**src/rtl/plf_pkg.sv**
```systemverilog
package plf_pkg;

	localparam int ACTION_W = 2;
	localparam int SAMPLE_W = 24;
	localparam int INDEX_W  = 8;
	localparam int COEF_W   = 18;
	localparam int OUT_W    = 32;
	localparam int TAP_W    = 9;
	localparam int PROD_W   = SAMPLE_W + COEF_W;

	localparam logic [TAP_W-1:0] TAP_RESET = 9'd224;

	localparam logic [ACTION_W-1:0] ACT_FILTER = 2'd0;
	localparam logic [ACTION_W-1:0] ACT_COEF   = 2'd1;
	localparam logic [ACTION_W-1:0] ACT_CLEAR  = 2'd2;

	typedef struct packed {
		logic start;
		logic issue;
		logic use_tap;
	} mac_ctl_t;

endpackage

```
**src/rtl/plf_mac.sv**
```systemverilog
module plf_mac
	import plf_pkg::*;
#(
	parameter int ACC_W = 50
) (
	input  logic                       clk,
	input  logic                       arst_n,
	input  mac_ctl_t                   ctl,
	input  logic signed [SAMPLE_W-1:0] hist_data,
	input  logic signed [COEF_W-1:0]   coef_data,
	output logic signed [ACC_W-1:0]    acc,
	output logic                       busy
);

	logic                     v_s1;
	logic                     use_s1;
	logic                     v_s2;
	logic signed [PROD_W-1:0] prod_s2;
	logic signed [ACC_W-1:0]  acc_q;

	// read data lands in the cycle after issue; align the flags with it
	always_ff @(posedge clk or negedge arst_n) begin
		if (!arst_n) begin
			v_s1   <= 1'b0;
			use_s1 <= 1'b0;
			v_s2   <= 1'b0;
		end else begin
			v_s1   <= ctl.issue;
			use_s1 <= ctl.use_tap;
			v_s2   <= v_s1;
		end
	end

	// drop taps older than the stored history
	always_ff @(posedge clk) begin
		if (v_s1) begin
			prod_s2 <= use_s1 ? PROD_W'(hist_data * coef_data) : '0;
		end
		if (ctl.start) begin
			acc_q <= '0;
		end else if (v_s2) begin
			acc_q <= acc_q + ACC_W'(prod_s2);
		end
	end

	assign acc  = acc_q;
	assign busy = v_s1 | v_s2;

endmodule

```
**config.mk**
```make
export PLATFORM = sky130hd
export DESIGN_NAME = plf_mac
export DESIGN_NICKNAME = d
export VERILOG_FILES = /design/src/rtl/plf_pkg.sv /design/src/rtl/plf_mac.sv
export SDC_FILE = /design/constraint.sdc
export NUM_CORES = 1
export LEC_CHECK = 0
export BUFFER_PORTS_ARGS = -buffer_cell sky130_fd_sc_hd__buf_2
export CAP_MARGIN = 10
export CORE_ASPECT_RATIO = 0.9
export CORE_UTILIZATION = 59
export DETAILED_ROUTE_END_ITERATION = 8
export PLACE_DENSITY = 0.8
export SKIP_LAST_GASP = 1
export SLEW_MARGIN = 10
export SYNTH_ARGS = -nofsm -noshare
export SYNTH_HDL_FRONTEND = slang
export SYNTH_SLANG_ARGS = --single-unit
```
**constraint.sdc**
```tcl
create_clock -name clk -period 3 [get_ports clk]
set_input_delay 0 -clock clk [delete_from_list [all_inputs] [get_ports clk]]
set_output_delay 0 -clock clk [all_outputs]
set_load 0.05 [all_outputs]
```
==> results of run 1 <==
==> layout make-up <==
type,count,share of cell area (%)
clock inverter,6,0.231
clock buffer,10,0.828
sequential,95,8.53
multi-input combinational,1641,65.4
tap,469,2.12
timing repair buffer,481,15.8
inverter,518,7.05
==> state kept, by name, summed over array words and instances (netlist names) <==
signal	flops
acc	50
prod_s2	42
use_s1	1
v_s1	1
v_s2	1
==> cells by family (layout without fill, tap and decap cells) <==
group / after synthesis / count (layout) / share of synthesized area [%]
simple gates: 685 / 685 / 15.5
buf+inv: 617 / 1015 / 10.9
fa+ha+maj: 580 / 580 / 49.3
compound gates: 269 / 269 / 8.57
flops: 95 / 95 / 11.0
xor+xnor: 75 / 75 / 3.10
mux: 32 / 32 / 1.52
==> worst max-delay path, cell delays in order <==
cell                       delay, ns
sky130_fd_sc_hd__buf_12         0.12
sky130_fd_sc_hd__buf_12         0.14
sky130_fd_sc_hd__and2_4         0.13
sky130_fd_sc_hd__fa_1           0.47
sky130_fd_sc_hd__inv_1          0.05
sky130_fd_sc_hd__fa_1           0.51
sky130_fd_sc_hd__fa_1           0.60
sky130_fd_sc_hd__inv_2          0.05
sky130_fd_sc_hd__fa_1           0.51
sky130_fd_sc_hd__fa_1           0.52
sky130_fd_sc_hd__inv_2          0.05
sky130_fd_sc_hd__fa_1           0.52
sky130_fd_sc_hd__inv_2          0.06
sky130_fd_sc_hd__ha_4           0.22
sky130_fd_sc_hd__a21o_1         0.17
sky130_fd_sc_hd__a21o_1         0.20
sky130_fd_sc_hd__a21oi_2        0.16
sky130_fd_sc_hd__o22ai_2        0.14
sky130_fd_sc_hd__or3_4          0.42
sky130_fd_sc_hd__a31oi_4        0.21
sky130_fd_sc_hd__o21bai_1       0.13
sky130_fd_sc_hd__a21oi_2        0.20
sky130_fd_sc_hd__xor2_1         0.16
sky130_fd_sc_hd__nor2_1         0.05
==> through the flow <==
stage | instances | setup WS, ns
2_1_floorplan | 2353 | -2.56
3_3_place_gp | 3104 | -3.09
3_5_place_dp | 3104 | -3.08
4_1_cts | 3181 | -2.53
5_1_grt | 3220 | -2.89
6_report | 3220 | -2.68
==> Yosys cell counts, drive strengths merged, types with 11 or more instances <==
master / count
o21bai: 19
mux2i: 30
dfxtp: 50
nand4: 11
clkbuf: 93
nor2: 115
a211oi: 12
xor2: 30
a21o: 50
o21ai: 33
edfxtp: 42
a31oi: 11
a21oi: 71
nand2b: 20
nor2b: 13
o21a: 14
ha: 154
xnor2: 45
nor3: 17
nand3: 20
inv: 516
nand2: 288
fa: 426
and2: 156
==> routing by layer <==
| layer | wire length [um] | global-route usage (%) | share of wire (%) |
|---|---|---|---|
| met1 | 23300 | 41.1 | 36 |
| met2 | 31800 | 58.0 | 49 |
| met3 | 5640 | 5.08 | 8.7 |
| met4 | 3720 | 14.3 | 5.8 |
| met5 | 0 | 0 | 0 |
==> cell usage in the layout (no fill, tap or decap), types with 32 or more instances in the layout <==
cell type	instances
sky130_fd_sc_hd__inv_1	469
sky130_fd_sc_hd__fa_1	394
sky130_fd_sc_hd__buf_4	282
sky130_fd_sc_hd__nand2_1	254
sky130_fd_sc_hd__and2_1	131
sky130_fd_sc_hd__nor2_1	109
sky130_fd_sc_hd__ha_1	107
sky130_fd_sc_hd__buf_6	89
sky130_fd_sc_hd__buf_2	59
sky130_fd_sc_hd__a21o_1	50
sky130_fd_sc_hd__a21oi_1	48
sky130_fd_sc_hd__inv_2	47
sky130_fd_sc_hd__ha_4	43
sky130_fd_sc_hd__edfxtp_1	42
sky130_fd_sc_hd__xnor2_1	38
sky130_fd_sc_hd__dfxtp_1	36
sky130_fd_sc_hd__fa_2	32
==> timing repair <==
item                       4_1_cts  5_1_grt
gates cloned                     2        2
buffers inserted                61       40
hold buffers                     4        0
resized for setup              289      166
hold endpoints to repair         5        0
setup endpoints to repair       45       58
pin swaps                      147      136
==> worst max-delay path by stage <==
stage | from | to | slack, ns | cells past startpoint
after floorplan | hist_data[9] | prod_s2[41] | -2.56 | 25
after global placement | coef_data[3] | prod_s2[40] | -3.09 | 25
after detailed placement | coef_data[8] | prod_s2[40] | -3.08 | 26
after CTS | coef_data[9] | prod_s2[40] | -2.53 | 24
after global routing | coef_data[9] | prod_s2[40] | -2.89 | 24
final | coef_data[8] | prod_s2[33] | -2.68 | 24
==> results, run 1 <==
- The run finished, with violations left.
- The checks that failed: setup timing.
- After clock tree synthesis, the clock-pin slew on the worst setup and hold paths is 0.07 ns.
- From bottom edge to top edge, the die measures 182 um.
- The required time of the critical path is 3.10 ns.
- The nature of the critical path startpoint is an input port.
- The endpoint of the worst hold-timing path is prod_s2[0].
- The clock tree buffer depth is 2.
- Across all register-to-register paths, the minimum setup slack is -0.07 ns.
- For this block, the routed nets add up to 64.5 mm of wire.
- Yosys printed 0 warnings.
- The max-cap violation count is 0.
- In the global route stage, overall resource usage came out at 33.3%.
- Yosys mapped the design onto 71 distinct sky130hd cell types.
- The peak fanout along the critical path is 7.
- The number of filler instances in the final layout is 2022.
- The routed design could run at a clock period as short as 5.68 ns.
- For the worst flop-to-flop path, the logic depth is 11.
- The final layout net count is 3373.
- The final RePlAce weighted congestion is 0.942.
- The mean routed wirelength per cell is 20.0 um.
- After legalization and detailed placement, the total HPWL measured 45.4 mm.
- After routing the design area is 0.0277 mm^2.
- The critical path arrival is 5.78 ns.
- Of all flip-flops after synthesis, the portion carrying an async set or reset was 3.16%.
- Cells fill 78.5% of the core in the end.
- The number of antenna violations at the first check in global routing came to 1.
- In this run the mean area of a mapped cell was 9.01 um^2.
- The cell area reported after detailed placement is 0.0246 mm^2.
- The critical path in this run is classified as input port to register.
- In this run the critical register-to-register path is captured at acc[48].
- In the synthesized netlist the dominant register cell turns out to be sky130_fd_sc_hd__dfxtp_1.
- The maximum clock skew at final layout is 0.0186 ns.
- Along the worst hold path, the cell count comes to 3.
- The worst hold path begins at coef_data[0].
- The post-synthesis instance total is 2353.
- The biggest area contributor in the post-synthesis netlist is sky130_fd_sc_hd__fa_1.
- The DRC violation count after routing is 0.
- The startpoint identified for the worst register-to-register timing path is prod_s2[18].
- In the final layout, the multi-input gates occupy 0.0181 mm^2.
- In this run the tightest slew margin relative to its limit is 23.1%.
- The synthesized design contains 95 register bits.
- The post-layout worst setup margin is -2.68 ns.
- Clock latency on the worst-skew pair, taken at its later pin, is 0.36 ns.
- The chip width is 202 um.
- The pre-antenna-repair detailed-routing pass consisted of 6 iterations.
- The clock sink count is 95.
- During placement, the flow inserted port buffers numbering 97.
- By area the synthesized netlist is led by sky130_fd_sc_hd__fa_1 (40%), sky130_fd_sc_hd__inv_1 (9.1%), sky130_fd_sc_hd__ha_1 (9.1%).
- The TritonCTS clock tree is yes.
- Setup repair after global routing could not meet its margin everywhere.
- Derived from the worst setup path, the maximum achievable clock frequency is 176 MHz.
- The final worst-path cycle share is 189%.
- Setup violations remaining at the end of the flow were counted as 40.
- After detailed routing, the number of vias per cell comes to 5.77.
- The class of the worst hold path is input port to register.
- The relative area change from synthesis to final layout is 30.4%.
- The post-synthesis cell area is 0.0212 mm^2.
- In this run the standard cell core region covers 0.0352 mm^2.
- The setup total negative slack is -75.70 ns.
- The starting DRC count in detailed routing is 1532.
- The via count of the first global-routing pass is 19890.
- Counting the buffers created by CTS gives 9.
- CTS placed an instance of sky130_fd_sc_hd__clkbuf_16 at the clock tree root.
- The net count after synthesis is 2980.
- The fraction of the yosys area taken by sequential cells is 11.0%.
- The H-tree was split into 3 levels.
- Summed over all layers, the global routing overflow is 0.
- 0 antenna diodes ended up in the layout.
- The number of hold violations in the final report is 0.
- The worst slack on hold paths is 0.245 ns.
- The floorplan row count is 65.
- For this block, the via count after detailed routing is 18584.
- The capturing element type of the critical path is a register.
- The initial utilization of the core area, before any placement, comes to 60.2%.
- The first-pass GRT wire length is 97.6 mm.
- The total count of max-transition violations in the final report is 0.
- Of the cells placed in the final design, the portion with a size suffix greater than 1 is 29.2%.
- The overall die area is 0.0367 mm^2.
- Registers take 0.00236 mm^2.
- The synthesized design devotes to its leading area cell type 40.2% of total area.
- Pin placement for this block handled 98 I/O pins.
- The transition time at the pin with the least slew margin is 1.15 ns.
- Yosys mapped a number of flops with a built-in enable equal to 42.
- Entering global routing, the biggest net connects 65 pins.
- The number of nets still failing antenna checks after routing is 0.
Power of run 1 is not shown: default switching activity piles up to over one toggle a cycle in this logic, so the estimate is an artifact.
==> run 2: changes to the inputs <==
--- a/config.mk
+++ b/config.mk
@@ -11,8 +11,9 @@
 export CORE_UTILIZATION = 59
 export DETAILED_ROUTE_END_ITERATION = 8
 export PLACE_DENSITY = 0.8
+export SETUP_SLACK_MARGIN = 0.3
 export SKIP_LAST_GASP = 1
-export SLEW_MARGIN = 10
+export SLEW_MARGIN = 20
 export SYNTH_ARGS = -nofsm -noshare
 export SYNTH_HDL_FRONTEND = slang
 export SYNTH_SLANG_ARGS = --single-unit
==> constraint.sdc (replaced) <==
create_clock -name clk -period 4.8 [get_ports clk]
set_input_delay 0 -clock clk [delete_from_list [all_inputs] [get_ports clk]]
set_output_delay 0 -clock clk [all_outputs]
set_load 0.05 [all_outputs]
==> run 2 against run 1 <==
The flow still finishes with violations (setup timing); setup slack better by 1.6 ns; non-clock buffer count down 80; count of clock-buffer cells in the layout up 1; cell count down 2.5%; highest routed layer unchanged; wire length down 6.1%.
==> results, run 2 (synthesis gave the netlist of run 1 again) <==
- The run finished, with violations left.
- The final reports fail on setup timing.
- The transition time at the pin with the least slew margin came to 0.983 ns (-0.171 ns).
- The worst-case headroom to the max-slew limit is 34.5% (+11 points).
- The cell area reported after detailed placement is 0.0240 mm^2 (-2.3%).
- The max-cap violation count is 0 (unchanged).
- The number of hold violations in the final report is 0 (unchanged).
- The number of flip-flops under the largest register name is 50 (unchanged).
- The most common library cell in the layout ignoring fill and taps is sky130_fd_sc_hd__inv_1.
- The class of the worst hold path is input port to register.
- The placed wire-length estimate is 44.6 mm (-1.9%).
- Static timing analysis puts the maximum clock frequency at 171 MHz.
- The number of antenna violations at the first check in global routing was 1 (unchanged).
- The critical path arrival is 5.93 ns (+0.15 ns).
- The shortest clock period the worst path allows after layout is 5.84 ns.
- The maximum number of pins on one net before global-route repair is 65 (unchanged).
- The total of endpoints with negative setup slack in the final report is 27 (-33%).
- The worst setup path is captured at a register.
- The via count is 17981 (-3.2%).
- The number of nets still failing antenna checks after routing is 0 (unchanged).
- The core area is 0.0352 mm^2 (unchanged).
- The clock network latency to the later pin of the worst-skew pair is 0.34 ns (-0.02 ns).
- The mean routed wirelength per cell came to 19.3 um (-3.8%).
- The detailed-route vias per instance is 5.72 (-0.81%).
- The proportion of layout cells with a drive suffix above 1 is 23.2% (-5.9 points).
- The total clock buffers created by CTS is 9 (unchanged).
- The top cell types in the final layout, fill and taps aside, are sky130_fd_sc_hd__inv_1 (480), sky130_fd_sc_hd__fa_1 (398), sky130_fd_sc_hd__nand2_1 (267), sky130_fd_sc_hd__buf_4 (239), sky130_fd_sc_hd__and2_1 (134).
- The count of cells along the worst hold path is 2 (-1).
- The setup slack at placement was -1.39 ns (+1.69 ns).
- TritonCTS built the clock tree.
- The required time of the critical path is 4.89 ns (+1.79 ns).
- The clock sink count is 95 (unchanged).
- The final worst-path cycle share is 122%.
- The final non-filler cell area is 0.0263 mm^2 (-4.9%).
- From synthesis to final layout, the design area changed by 24.0%.
- The number of input and output port buffers inserted came to 97 (unchanged).
- The first-pass GRT wire length was 95.1 mm (-2.6%).
- The worst setup path is of the input port to register kind.
- The CTS clock-pin slew for the worst setup and hold paths is 0.07 ns (about the same).
- The number of cells traversed by the worst register-to-register path was 11 (unchanged).
- The DRC violation count after routing is 0 (unchanged).
- The boundary pin count was 98 (unchanged).
- The final RePlAce weighted congestion came to 0.925 (-1.8%).
- The total count of max-transition violations in the final report is 0 (unchanged).
- The final layout net count is 3293 (-2.4%).
- The peak fanout along the critical path came to 17 (+10).
- The H-tree depth came to 3 (unchanged).
- The maximum clock skew at final layout came to 0.0107 ns (-0.00791 ns).
- The initial standard-cell utilization of the core came to 60.2% (unchanged).
- The chip width is 202 um (unchanged).
- The starting DRC count in detailed routing is 1327 (-13%).
- The post-layout worst setup margin is -1.04 ns (+1.63 ns).
- The overall global routing resource usage was 32.4% (-0.88 points).
- Setup repair after global routing could not meet its margin everywhere.
- The utilization of the core after routing is 74.6% (-3.9 points).
- The clock tree buffer depth was 2 (unchanged).
- The leftover overflow at the end of global routing came to 0 (unchanged).
- The final routed wirelength across all metal layers is 60.5 mm (-6.1%).
- The overall die height came to 182 um (unchanged).
- STA classifies the critical path startpoint as an input port.
- The via count of the first global-routing pass is 19125 (-3.8%).
- The overall die area is 0.0367 mm^2 (unchanged).
- CTS placed an instance of sky130_fd_sc_hd__clkbuf_16 at the clock tree root.
- The floorplan row count came to 65 (unchanged).
- The first-pass iteration count of the detailed router is 5 (-1).
[run 2: per-stage QoR]
| step | setup TNS (ns) | hold slack (ns) | instances |
|---|---|---|---|
| 2_1_floorplan | -10.81 | -0.296 | 2353 |
| 3_3_place_gp | -24.09 | -0.205 | 3050 |
| 3_5_place_dp | -27.55 | -0.205 | 3050 |
| 4_1_cts | -11.28 | 0.108 | 3115 |
| 5_1_grt | -20.87 | 0.0572 | 3140 |
| 6_report | -15.99 | 0.0455 | 3141 |
[run 2: per-layer routing]
metal  track usage (%)  wire length (um)  up-vias
met5                 0                 0        -
met4              9.91              2710        0
met3              5.49              5510      232
met2              55.5             29200      931
met1              42.1             23100     8942
li1                  -                 -     7876
[run 2: final cells by class]
cell class | count | area, um^2
Clock buffer | 11 | 233
Clock inverter | 5 | 65.1
Tap cell | 469 | 587
Fill cell | 2205 | 8930
Multi-Input combinational cell | 1641 | 17500
Inverter | 518 | 1950
Timing Repair Buffer | 401 | 3580
Antenna cell | 1 | 2.50
Sequential cell | 95 | 2340
[run 2: what timing repair did]
action / 4_1_cts / 5_1_grt
buffers inserted: 41 / 23
pin swaps: 98 / 86
hold endpoints to repair: 5 / 0
resized for setup: 224 / 113
setup endpoints to repair: 30 / 31
hold buffers: 4 / 0
gates cloned: 4 / 2
[run 2: worst paths after layout]
check | startpoint | end | slack, ns
min in group asynchronous | arst_n | v_s2 | 0.52
max | coef_data[0] | prod_s2[41] | -1.04
max in group asynchronous | arst_n | v_s1 | 4.12
min reg2reg | acc[37] | acc[37] | 0.51
max reg2reg | prod_s2[24] | acc[49] | 1.38
min | coef_data[0] | prod_s2[0] | 0.05
[run 2: worst max-delay path, cell delays in order]
cell and delay [ns]:
sky130_fd_sc_hd__buf_16 0.13, sky130_fd_sc_hd__buf_12 0.12, sky130_fd_sc_hd__nand2_1 0.18, sky130_fd_sc_hd__fa_1 0.62, sky130_fd_sc_hd__fa_1 0.55, sky130_fd_sc_hd__inv_1 0.06, sky130_fd_sc_hd__ha_1 0.28, sky130_fd_sc_hd__inv_1 0.06
sky130_fd_sc_hd__fa_1 0.50, sky130_fd_sc_hd__inv_1 0.05, sky130_fd_sc_hd__fa_1 0.53, sky130_fd_sc_hd__inv_1 0.05, sky130_fd_sc_hd__fa_1 0.52, sky130_fd_sc_hd__inv_1 0.06, sky130_fd_sc_hd__ha_1 0.42, sky130_fd_sc_hd__nand4_1 0.20
sky130_fd_sc_hd__nor3_2 0.22, sky130_fd_sc_hd__o21a_1 0.23, sky130_fd_sc_hd__o31ai_2 0.12, sky130_fd_sc_hd__buf_4 0.16, sky130_fd_sc_hd__o2111a_1 0.28, sky130_fd_sc_hd__nor3_4 0.21, sky130_fd_sc_hd__a311oi_2 0.14, sky130_fd_sc_hd__xnor2_1 0.18
sky130_fd_sc_hd__nor2_1 0.05
Power of run 2 is left out for the same reason.
==> run 3: changes to the inputs <==
--- a/config.mk
+++ b/config.mk
@@ -5,6 +5,7 @@
 export SDC_FILE = /design/constraint.sdc
 export NUM_CORES = 1
 export LEC_CHECK = 0
+export ABC_AREA = 1
 export BUFFER_PORTS_ARGS = -buffer_cell sky130_fd_sc_hd__buf_2
 export CAP_MARGIN = 10
 export CORE_ASPECT_RATIO = 0.9
==> run 3 against run 2 <==
Count of clock-buffer cells in the layout down 2; register-to-register slack better by 0.21 ns; first-iteration DRC count up 70%; the run still ends with setup timing left; clock skew up 0.0058 ns.
==> results, run 3 <==
- The flow ran to the end, but the final reports show violations.
- The checks that failed: setup timing.
- The most used standard cell by instance count after synthesis is sky130_fd_sc_hd__inv_1.
- The leftover overflow at the end of global routing is 0 (unchanged).
- The via count is 22430 (+25%).
- The transition time at the pin with the least slew margin is 1.14 ns (+0.154 ns).
- The register-to-register path setup slack is 1.59 ns (+0.21 ns).
- The DRC violation count after routing came to 0 (unchanged).
- The detailed-route vias per instance is 5.49 (-4.1%).
- The clock tree buffer depth was 2 (unchanged).
- The worst slack on hold paths is 0.236 ns (+0.190 ns).
- The shortest clock period the worst path allows after layout is 5.00 ns (-0.843 ns).
- The mean routed wirelength per cell is 19.7 um (+2.4%).
- The final RePlAce weighted congestion is 0.963 (+4.2%).
- The maximum clock skew at final layout came to 0.0165 ns (+0.00580 ns).
- The worst-case headroom to the max-slew limit is 24.2% (-10 points).
- The post-layout worst setup margin is -0.200 ns (+0.843 ns).
- The net count after synthesis is 3896 (+31%).
- The overall die height is 192 um (+5.5%).
- The number of hold violations in the final report came to 0 (unchanged).
- The clock sink count is 95 (unchanged).
- The capturing element type of the critical path is a register.
- The number of nets still failing antenna checks after routing is 0 (unchanged).
- The floorplan row count is 69 (+6.2%).
- Yosys attributes the largest share of cell area to sky130_fd_sc_hd__fa_1 (36%), sky130_fd_sc_hd__inv_1 (14%), sky130_fd_sc_hd__nand2_1 (13%).
- The max-cap violation count is 0 (unchanged).
- The mean instance size in the synthesized netlist is 7.23 um^2 (-20%).
- The antenna cell count is 0 (-1).
- The total clock buffers created by CTS came to 9 (unchanged).
- The initial standard-cell utilization of the core was 59.9% (-0.32 points).
- The H-tree depth is 3 (unchanged).
- The chip width is 213 um (+5.5%).
- The area share of the leading cell type in the synthesized netlist is 36.1% (-4.1 points).
- The most common library cell in the layout ignoring fill and taps is sky130_fd_sc_hd__inv_1.
- The placed wire-length estimate came to 62.8 mm (+41%).
- The first-pass GRT wire length is 124 mm (+30%).
- The clock network latency to the later pin of the worst-skew pair came to 0.38 ns (+0.04 ns).
- The number of storage elements in the synthesis netlist is 95 (unchanged).
- The cell area reported after detailed placement is 0.0269 mm^2 (+12%).
- In the synthesized netlist the dominant register cell turns out to be sky130_fd_sc_hd__dfxtp_1.
- The final layout net count came to 4177 (+27%).
- The starting DRC count in detailed routing is 2255 (+70%).
- The total number of yosys warnings is 0 (unchanged).
- The fraction of the yosys area taken by sequential cells is 9.89% (-1.1 points).
- The final routed wirelength across all metal layers came to 80.6 mm (+33%).
- The async set or reset register ratio after synthesis is 3.16% (unchanged).
- The peak clock frequency supported by timing was 200 MHz (+17%).
- In the layout the commonest cells are sky130_fd_sc_hd__inv_1 (819), sky130_fd_sc_hd__nand2_1 (756), sky130_fd_sc_hd__fa_1 (408), sky130_fd_sc_hd__nor2_1 (253), sky130_fd_sc_hd__buf_4 (222).
- The maximum number of pins on one net before global-route repair is 53 (-18%).
- The peak fanout along the critical path was 5 (-12).
- The final non-filler cell area is 0.0291 mm^2 (+11%).
- The setup total negative slack is -2.18 ns (+13.81 ns).
- The boundary pin count came to 98 (unchanged).
- The utilization of the core after routing is 73.6% (-1.0 points).
- CTS placed an instance of sky130_fd_sc_hd__clkbuf_16 at the clock tree root.
- The post-synthesis instance total is 3269 (+39%).
- The CTS clock-pin slew for the worst setup and hold paths came to 0.08 ns (about the same).
- The worst setup path is of the input port to register kind.
- The total count of max-transition violations in the final report is 0 (unchanged).
- The overall global routing resource usage is 40.3% (+7.9 points).
- The post-synthesis cell area was 0.0236 mm^2 (+11%).
- The proportion of layout cells with a drive suffix above 1 is 21.1% (-2.1 points).
- Ranked by instance count, the synthesized netlist is headed by sky130_fd_sc_hd__inv_1 (880), sky130_fd_sc_hd__nand2_1 (819), sky130_fd_sc_hd__fa_1 (426).
- The number of flip-flops under the largest register name is 50 (unchanged).
- Relative to the synthesized area, the layout overhead comes to 23.0%.
- The TritonCTS clock tree is yes.
- The synthesized design spends more area on one cell type than any other, namely sky130_fd_sc_hd__fa_1.
- The min-delay analysis places its worst path in the category input port to register.
- STA classifies the critical path startpoint as an input port.
- The final worst-path cycle share is 104% (-18 points).
- The overall die area came to 0.0408 mm^2 (+11%).
- The critical path arrival is 5.14 ns (-0.79 ns).
- The total of endpoints with negative setup slack in the final report is 23 (-15%).
- The required time of the critical path came to 4.94 ns (+0.05 ns).
- The number of filler instances in the final layout is 2933 (+33%).
- The via count of the first global-routing pass is 23312 (+22%).
- The number of unique standard cell types used by synthesis is 47 (-34%).
- The number of input and output port buffers inserted is 97 (unchanged).
- The count of flip-flops with a built-in enable after synthesis is 42 (unchanged).
- The core area came to 0.0395 mm^2 (+12%).
- Setup repair after global routing could not meet its margin everywhere.
- The first-pass iteration count of the detailed router was 9 (+4).
- The number of antenna violations at the first check in global routing is 2 (+1).
run 3: cell type report:
type                            count  area [um^2]  share of cell area [%]
Clock inverter                      7         66.3                   0.228
Sequential cell                    95         2340                    8.05
Inverter                          893         3360                    11.6
Multi-Input combinational cell   2179        19000                    65.4
Tap cell                          532          666                    2.29
Clock buffer                        9          225                   0.775
Timing Repair Buffer              372         3400                    11.7
run 3: kinds of logic (layout without fill, tap and decap cells):
group,count (synthesis),after routing,share of synthesized area (%)
AOI/OAI and AO/OA,292,292,7.06
xor gates and xnor gates,30,30,1.11
adders and majority gates,580,580,44.3
buffers and inverters,995,1281,15.8
DFF,95,95,9.89
and+or+nand+nor,1277,1277,21.9
run 3: per-stage QoR:
stage / instances / setup slack (ns)
floorplan: 3269 / -0.182
global placement: 4027 / -0.894
detailed placement: 4027 / -0.896
CTS: 4075 / -0.113
global route: 4087 / -0.374
finish: 4087 / -0.200
run 3: worst paths after layout:
kind | startpoint | to | cells after the start
min in group asynchronous | arst_n | use_s1 | 3
min | coef_data[0] | prod_s2[0] | 4
max | hist_data[13] | prod_s2[41] | 24
min reg2reg | acc[0] | acc[0] | 2
max in group asynchronous | arst_n | v_s1 | 3
max reg2reg | prod_s2[0] | acc[46] | 13
run 3: layer usage:
layer  part of all wire (%)  GRT usage, %  vias to the layer above
met3                     12          14.0                      260
met4                    4.1          14.9                        2
met5                  0.016             0                        -
li1                       -             -                    10132
met1                     40          53.3                    10817
met2                     44          61.0                     1219
run 3: critical path: stages:
cell	delay [ns]
sky130_fd_sc_hd__bufbuf_16	0.25
sky130_fd_sc_hd__nand2_1	0.07
sky130_fd_sc_hd__inv_1	0.05
sky130_fd_sc_hd__fa_1	0.53
sky130_fd_sc_hd__inv_1	0.05
sky130_fd_sc_hd__fa_1	0.49
sky130_fd_sc_hd__fa_1	0.59
sky130_fd_sc_hd__inv_1	0.09
sky130_fd_sc_hd__fa_1	0.49
sky130_fd_sc_hd__fa_1	0.51
sky130_fd_sc_hd__inv_1	0.07
sky130_fd_sc_hd__fa_1	0.49
sky130_fd_sc_hd__inv_1	0.07
sky130_fd_sc_hd__ha_4	0.32
sky130_fd_sc_hd__nand2_4	0.08
sky130_fd_sc_hd__nor2_2	0.13
sky130_fd_sc_hd__inv_1	0.09
sky130_fd_sc_hd__nor2_4	0.15
sky130_fd_sc_hd__a21boi_4	0.24
sky130_fd_sc_hd__o21ai_1	0.11
sky130_fd_sc_hd__nand3_2	0.11
sky130_fd_sc_hd__nand2_1	0.05
sky130_fd_sc_hd__nand2_1	0.05
sky130_fd_sc_hd__nor2_1	0.04
run 3: timing repair:
action	CTS	global route
endpoints found under the hold margin	5	0
buffers inserted	20	10
cloned	8	2
setup endpoints to repair	33	33
hold buffers	4	0
gates resized for setup	225	176
pin swaps	78	107
Power of run 3 is left out for the same reason.
